$ cat config.mk
export PLATFORM = sky130hd
export DESIGN_NAME = lpcp_div
export DESIGN_NICKNAME = d
export VERILOG_FILES = /design/src/rtl/lidar_point_camera_projection_defines.svh /design/src/rtl/lpcp_pkg.sv /design/src/rtl/lpcp_div.sv
export SDC_FILE = /design/constraint.sdc
export NUM_CORES = 2
export LEC_CHECK = 0
export BUFFER_PORTS_ARGS = -buffer_cell sky130_fd_sc_hd__buf_2
export CELL_PAD_IN_SITES_DETAIL_PLACEMENT = 1
export CELL_PAD_IN_SITES_GLOBAL_PLACEMENT = 1
export CORE_ASPECT_RATIO = 1.5
export CORE_MARGIN = 5
export CORE_UTILIZATION = 58
export CTS_CLUSTER_SIZE = 24
export DETAILED_ROUTE_END_ITERATION = 10
export PLACE_DENSITY_LB_ADDON = 0.1
export SLEW_MARGIN = 20
export SYNTH_ARGS = -nofsm -noshare
export SYNTH_HDL_FRONTEND = slang
export SYNTH_SLANG_ARGS = --single-unit
$ cat constraint.sdc
create_clock -name clk -period 13.45 [get_ports clk]
set_clock_uncertainty 0.1 [all_clocks]
set_input_delay 2.0175 -clock clk [delete_from_list [all_inputs] [get_ports clk]]
set_output_delay 2.0175 -clock clk [all_outputs]
set_load 0.01 [all_outputs]
$ cat src/rtl/lidar_point_camera_projection_defines.svh
// Assertion macros for the lidar point camera projection block.
// Used by files that check their own logic; expects clk and rst in scope.
`ifndef LIDAR_POINT_CAMERA_PROJECTION_DEFINES_SVH
`define LIDAR_POINT_CAMERA_PROJECTION_DEFINES_SVH

// Consequent must hold in the same cycle as the antecedent.
`define LPCP_ASSERT_SAME(label, ante, cons, msg) \
  label: assert property (@(posedge clk) disable iff (rst) (ante) |-> (cons)) \
    else $error(msg);

// Consequent must hold in the cycle after the antecedent.
`define LPCP_ASSERT_NEXT(label, ante, cons, msg) \
  label: assert property (@(posedge clk) disable iff (rst) (ante) |=> (cons)) \
    else $error(msg);

`endif

$ cat src/rtl/lpcp_pkg.sv
// Shared widths, types and register codes for the lidar point projection block.
// No dependencies; used by the interfaces, the divider lane and the top level.
`default_nettype none

package lpcp_pkg;

  // Field widths
  localparam int PT_W        = 24;  // Q7.16 point coordinate
  localparam int ROT_W       = 16;  // Q2.14 rotation entry
  localparam int OFF_W       = 20;  // Q3.16 translation entry
  localparam int FOC_W       = 20;  // Q12.8 focal length / center
  localparam int PIX_W       = 24;  // Q15.8 pixel coordinate
  localparam int CFG_IDX_W   = 3;
  localparam int CFG_DATA_W  = 60;
  localparam int ROW_W       = 3 * ROT_W;
  localparam int TRANS_W     = 3 * OFF_W;
  localparam int PAIR_W      = 2 * FOC_W;

  // Datapath widths
  localparam int PROD_W      = ROT_W + PT_W;       // one rotation product
  localparam int SUM_W       = PROD_W + 1;         // sum of three products
  localparam int FRAC_SHIFT  = 14;                 // Q30 -> Q16
  localparam int CAM_W       = 27;                 // camera coordinate, Q16
  localparam int NUM_W       = FOC_W + CAM_W;      // f * coordinate, signed
  localparam int MAG_W       = NUM_W - 1;          // its magnitude
  localparam int DEN_W       = CAM_W - 1;          // positive depth
  localparam int QB          = 25;                 // quotient bits kept
  localparam int RES_W       = QB + 2;             // signed +/-q + c
  localparam int DIV_LAT     = QB + 1;             // prep stage + one per bit

  localparam logic signed [PIX_W-1:0] PIX_MAX = {1'b0, {(PIX_W-1){1'b1}}};
  localparam logic signed [PIX_W-1:0] PIX_MIN = {1'b1, {(PIX_W-1){1'b0}}};

  // Configuration register codes
  typedef enum logic [CFG_IDX_W-1:0] {
    REG_ROT_ROW0  = 3'd0,
    REG_ROT_ROW1  = 3'd1,
    REG_ROT_ROW2  = 3'd2,
    REG_TRANS     = 3'd3,
    REG_FOCAL     = 3'd4,
    REG_PRINCIPAL = 3'd5
  } cfg_idx_t;

  // Request into one projection lane
  typedef struct packed {
    logic signed [NUM_W-1:0] num;
    logic [DEN_W-1:0]        den;
    logic [FOC_W-1:0]        c;
  } lane_req_t;

  // Result out of one projection lane
  typedef struct packed {
    logic signed [PIX_W-1:0] pix;
    logic                    clip;
  } lane_res_t;

  // One finished result item
  typedef struct packed {
    logic signed [PIX_W-1:0] pixel_u;
    logic signed [PIX_W-1:0] pixel_v;
    logic                    in_front;
    logic                    clipped;
  } pix_item_t;

endpackage

`default_nettype wire

$ cat src/rtl/lpcp_div.sv
// One projection lane: pipelined signed divide of f*coord by depth, plus center.
// Restoring division, one quotient bit per stage. Depends on lpcp_pkg.
`default_nettype none

module lpcp_div (
  input  logic                clk,
  input  logic                en,
  input  lpcp_pkg::lane_req_t req,
  output lpcp_pkg::lane_res_t res
);

  typedef struct packed {
    logic [lpcp_pkg::DEN_W-1:0] rem;
    logic [lpcp_pkg::QB-1:0]    lo;
    logic [lpcp_pkg::QB-1:0]    q;
    logic [lpcp_pkg::DEN_W-1:0] den;
    logic [lpcp_pkg::FOC_W-1:0] c;
    logic                       neg;
    logic                       ovf;
  } div_stage_t;

  // One restoring step: bring down the next numerator bit, subtract if it fits
  function automatic div_stage_t div_step(input div_stage_t s);
    logic [lpcp_pkg::DEN_W:0] trial;
    logic [lpcp_pkg::DEN_W:0] diff;
    div_stage_t               o;
    trial = {s.rem, s.lo[lpcp_pkg::QB-1]};
    diff  = trial - {1'b0, s.den};
    o     = s;
    o.lo  = {s.lo[lpcp_pkg::QB-2:0], 1'b0};
    if (trial >= {1'b0, s.den}) begin
      o.rem = diff[lpcp_pkg::DEN_W-1:0];
      o.q   = {s.q[lpcp_pkg::QB-2:0], 1'b1};
    end else begin
      o.rem = trial[lpcp_pkg::DEN_W-1:0];
      o.q   = {s.q[lpcp_pkg::QB-2:0], 1'b0};
    end
    return o;
  endfunction

  div_stage_t                   st [lpcp_pkg::QB+1];
  logic signed [lpcp_pkg::NUM_W-1:0] abs_num;
  logic [lpcp_pkg::MAG_W-1:0]   mag;
  logic [lpcp_pkg::MAG_W-lpcp_pkg::QB-1:0] mag_hi;
  div_stage_t                   prep;

  // Prepare: magnitude, sign and quotient overflow (q would need more than QB bits)
  assign abs_num = req.num[lpcp_pkg::NUM_W-1] ? -req.num : req.num;
  assign mag     = abs_num[lpcp_pkg::MAG_W-1:0];
  assign mag_hi  = mag[lpcp_pkg::MAG_W-1:lpcp_pkg::QB];

  always_comb begin
    prep.rem = lpcp_pkg::DEN_W'(mag_hi);
    prep.lo  = mag[lpcp_pkg::QB-1:0];
    prep.q   = '0;
    prep.den = req.den;
    prep.c   = req.c;
    prep.neg = req.num[lpcp_pkg::NUM_W-1];
    prep.ovf = (lpcp_pkg::DEN_W'(mag_hi) >= req.den);
  end

  always_ff @(posedge clk) begin
    if (en) begin
      st[0] <= prep;
    end
  end

  // Division stages, one quotient bit each
  for (genvar i = 0; i < lpcp_pkg::QB; i++) begin : g_step
    always_ff @(posedge clk) begin
      if (en) begin
        st[i+1] <= div_step(st[i]);
      end
    end
  end

  // Apply sign, add center, saturate
  div_stage_t                        last;
  logic signed [lpcp_pkg::RES_W-1:0] q_ext;
  logic signed [lpcp_pkg::RES_W-1:0] sum;

  assign last  = st[lpcp_pkg::QB];
  assign q_ext = $signed({2'b00, last.q});
  assign sum   = (last.neg ? -q_ext : q_ext)
               + $signed({{(lpcp_pkg::RES_W-lpcp_pkg::FOC_W){1'b0}}, last.c});

  always_comb begin
    priority if (last.ovf) begin
      res.pix  = last.neg ? lpcp_pkg::PIX_MIN : lpcp_pkg::PIX_MAX;
      res.clip = 1'b1;
    end else if (sum > lpcp_pkg::RES_W'(lpcp_pkg::PIX_MAX)) begin
      res.pix  = lpcp_pkg::PIX_MAX;
      res.clip = 1'b1;
    end else if (sum < lpcp_pkg::RES_W'(lpcp_pkg::PIX_MIN)) begin
      res.pix  = lpcp_pkg::PIX_MIN;
      res.clip = 1'b1;
    end else begin
      res.pix  = sum[lpcp_pkg::PIX_W-1:0];
      res.clip = 1'b0;
    end
  end

endmodule

`default_nettype wire

==> out/results.ini <==
[detailed_routing]
dr.pass1.iters = 5
ant_nets = 0
vias = 70900
totalWireLength_um = 295000
drt-vias-per-instance = 5.96
drt-met1-wl_um = 94600
wl_met3_um = 7790
drcViolationCount = 0
wl_per_cell_um = 24.8
highest_layer = met5
dr_wl_met2_um = 167000
drt_iter0_drc = 3935

[global_routing]
grt_pass1_wl_um = 452000
gr-usage-all-layers = 0.277
antenna_found_initial = 9
grt_pass1_vias = 78100
gr-total-overflow = 0
grt_max_degree = 208

[yosys]
ys_warn_count = 0
yosysTopAreaCell = edfxtp_1
ys.flop_type = edfxtp_1
synth_area_leaders = edfxtp_1 64%, ha_1 7.4%, xnor2_1 2.9%
netlist.area_leader.share = 0.643
synth_edf_count = 2517
synth_fp_nets = 9561
yosysSeqAreaShare = 0.643
synth_area_mm2 = 0.118
avgSynthCellArea_um2 = 13.4
async_flop_share = 0
ys_types = 87
synth_cells = 8750
synth_seq_cells = 2517

[place]
detailed_place_hpwl_um = 215000
place_congestion = 0.917
placed_cells = 11500
port_buffers = 119
placed_cell_area_mm2 = 0.122

[clocking]
cts_tree = built
root_buffer = clkbuf_16
cts_hold_buf = 0
cts_resized = 0
path_clk_slew_ns = 0.07
postCtsSetupBuffers = 0
numCtsBuffers = 234
cts_sinks = 2517
cts_buffer_depth = 4
insertion_delay_ns = 0.92
cts-htree-levels = 4

[power]
ir_drop_uv = 163
power_density_mw_per_mm2 = 227
p_leak_nw = 50.4
power_mw = 29.4

[timing]
fin_setup_tns_ns = 0
slew_headroom = 0.216
finalCriticalPeriod_ns = 8.21
setup_violations = 0
worst_slew_pin_slew_ns = 1.16
rsz0062_at_grt = false
hold_ws_ns = 0.260
finalCritPeriodShare = 0.611
finalHoldViolations = 0
drv_slew = 0
max_freq_ghz = 0.122

[floorplanning]
core_mm2 = 0.202
die_w_um = 378
initial_utilization = 0.582
die_area_mm2 = 0.212
fp-row-count = 202
ioPinCount = 120
fp.dieH_um = 562

[cells_and_area]
largest_reg_flops = 2517
stdcell_count = 11900
reg.largest.list = st x2517
final_nets = 9845
design_area_mm2 = 0.130
fillCellCount = 19200
areaGrowthSynthToFinish_pct = 10.1
drive_gt1_frac = 0.0984
regMostFlops = st

[critical_path]
critPathArrivalTime_ns = 6.10
path_class = flop to output port
crit_path_max_fanout = 23
endpoint_kind = output port
cp.required_ns = 11.33
critPathLaunchType = flop

[run]
drv_cap = 0

[outcome]
status = complete, no violations

[worst_hold_path]
hold_class = flop to flop

synthesized netlist by cell type (37+ instances only):
library cell and n:
a211oi_1 64, a21o_1 312, a21oi_1 532, a31oi_1 38, clkbuf_1 111, edfxtp_1 2517, ha_1 691, inv_1 858
mux2_2 263, nand2_1 460, nand2b_1 100, nand3_1 95, nand4_1 96, nor2_1 404, nor2b_1 98, nor3_1 131
o21a_1 115, o21ai_0 503, o21bai_1 76, o31ai_1 62, or3_1 37, xnor2_1 386, xor2_1 181
path summary, 6_finish.rpt:
kind                    start     endpoint  slack, ns  depth (start not counted)
setup / recovery  st[1][1164]      res[13]       5.24                         19
hold / removal     st[0][253]   st[0][377]       0.26                          0
setup reg to reg  st[0][1759]  st[0][1963]       8.48                         12
hold reg to reg    st[0][253]   st[0][377]       0.26                          0
where the power goes:
| group | internal (mW) | switching [mW] | total (mW) |
|---|---|---|---|
| registers | 10.7 | 0.884 | 11.6 |
| logic | 4.52 | 6.48 | 11.0 |
| clock network | 3.84 | 2.98 | 6.82 |
through the flow:
step / setup slack (ns) / util
3_3_place_gp: 6.09 / 0.602
4_1_cts: 4.83 / 0.641
3_5_place_dp: 5.79 / 0.602
2_1_floorplan: 6.98 / -
6_report: 5.24 / 0.641
5_1_grt: 4.72 / 0.641
critical path, cell delays in order (launching register included):
cell	delay, ns
edfxtp_1	0.47
inv_1	0.10
ha_1	0.17
or3b_2	0.50
nor2_1	0.30
nand2_1	0.22
o21ai_0	0.32
xnor2_1	0.11
ha_1	0.39
and3_1	0.26
nand3_1	0.10
o211ai_1	0.12
a31oi_1	0.12
o221ai_1	0.39
nor3b_1	0.25
o21ai_1	0.12
or3_1	0.41
a21o_1	0.40
o31ai_1	0.30
buf_2	0.17
kinds of logic (layout without fill, tap and decap cells):
logic type	Yosys count	in the layout	share of synthesized area
mux	293	293	0.0277
compound gates	2016	2016	0.109
buf+inv	990	1462	0.0319
xor+xnor	567	567	0.0422
fa+ha+maj	716	716	0.0778
other cells	0	19	0
flops	2517	2517	0.643
simple gates	1651	1651	0.0690
metal layers:
layer  track usage  up-vias
li1              -    33100
met1         0.257    35600
met2         0.550     1378
met3        0.0289      843
met4         0.196        2
met5             0        -
layout by cell type, fill, tap and decap left out, drive strengths merged, types with 31 or more instances in the layout:
master,count
and3,35
edfxtp,2517
xor2,181
nand2,461
nand2b,102
inv,870
a21oi,533
nor2,408
o21a,115
a31oi,38
o21bai,76
or3,38
clkbuf,258
ha,691
nor4,38
nor2b,98
o211ai,34
or2,36
nand4,96
nor3,131
o31ai,63
nand3,95
a211oi,64
bufinv,32
buf,179
clkinv,101
xnor2,386
o21ai,518
a21boi,31
mux2,263
a21o,312
final cells by class:
cell class | instances | area, um2 | area share
clock inverter | 166 | 1800 | 0.0139
clock buffer | 258 | 5990 | 0.0462
multi-input combinational | 5243 | 38400 | 0.297
antenna | 19 | 47.5 | 0.000367
sequential | 2517 | 75600 | 0.584
tap | 2652 | 3320 | 0.0256
inverter | 859 | 3220 | 0.0249
timing repair buffer | 179 | 1150 | 0.00890
No activity file was read; power rests on OpenSTA's default activity.
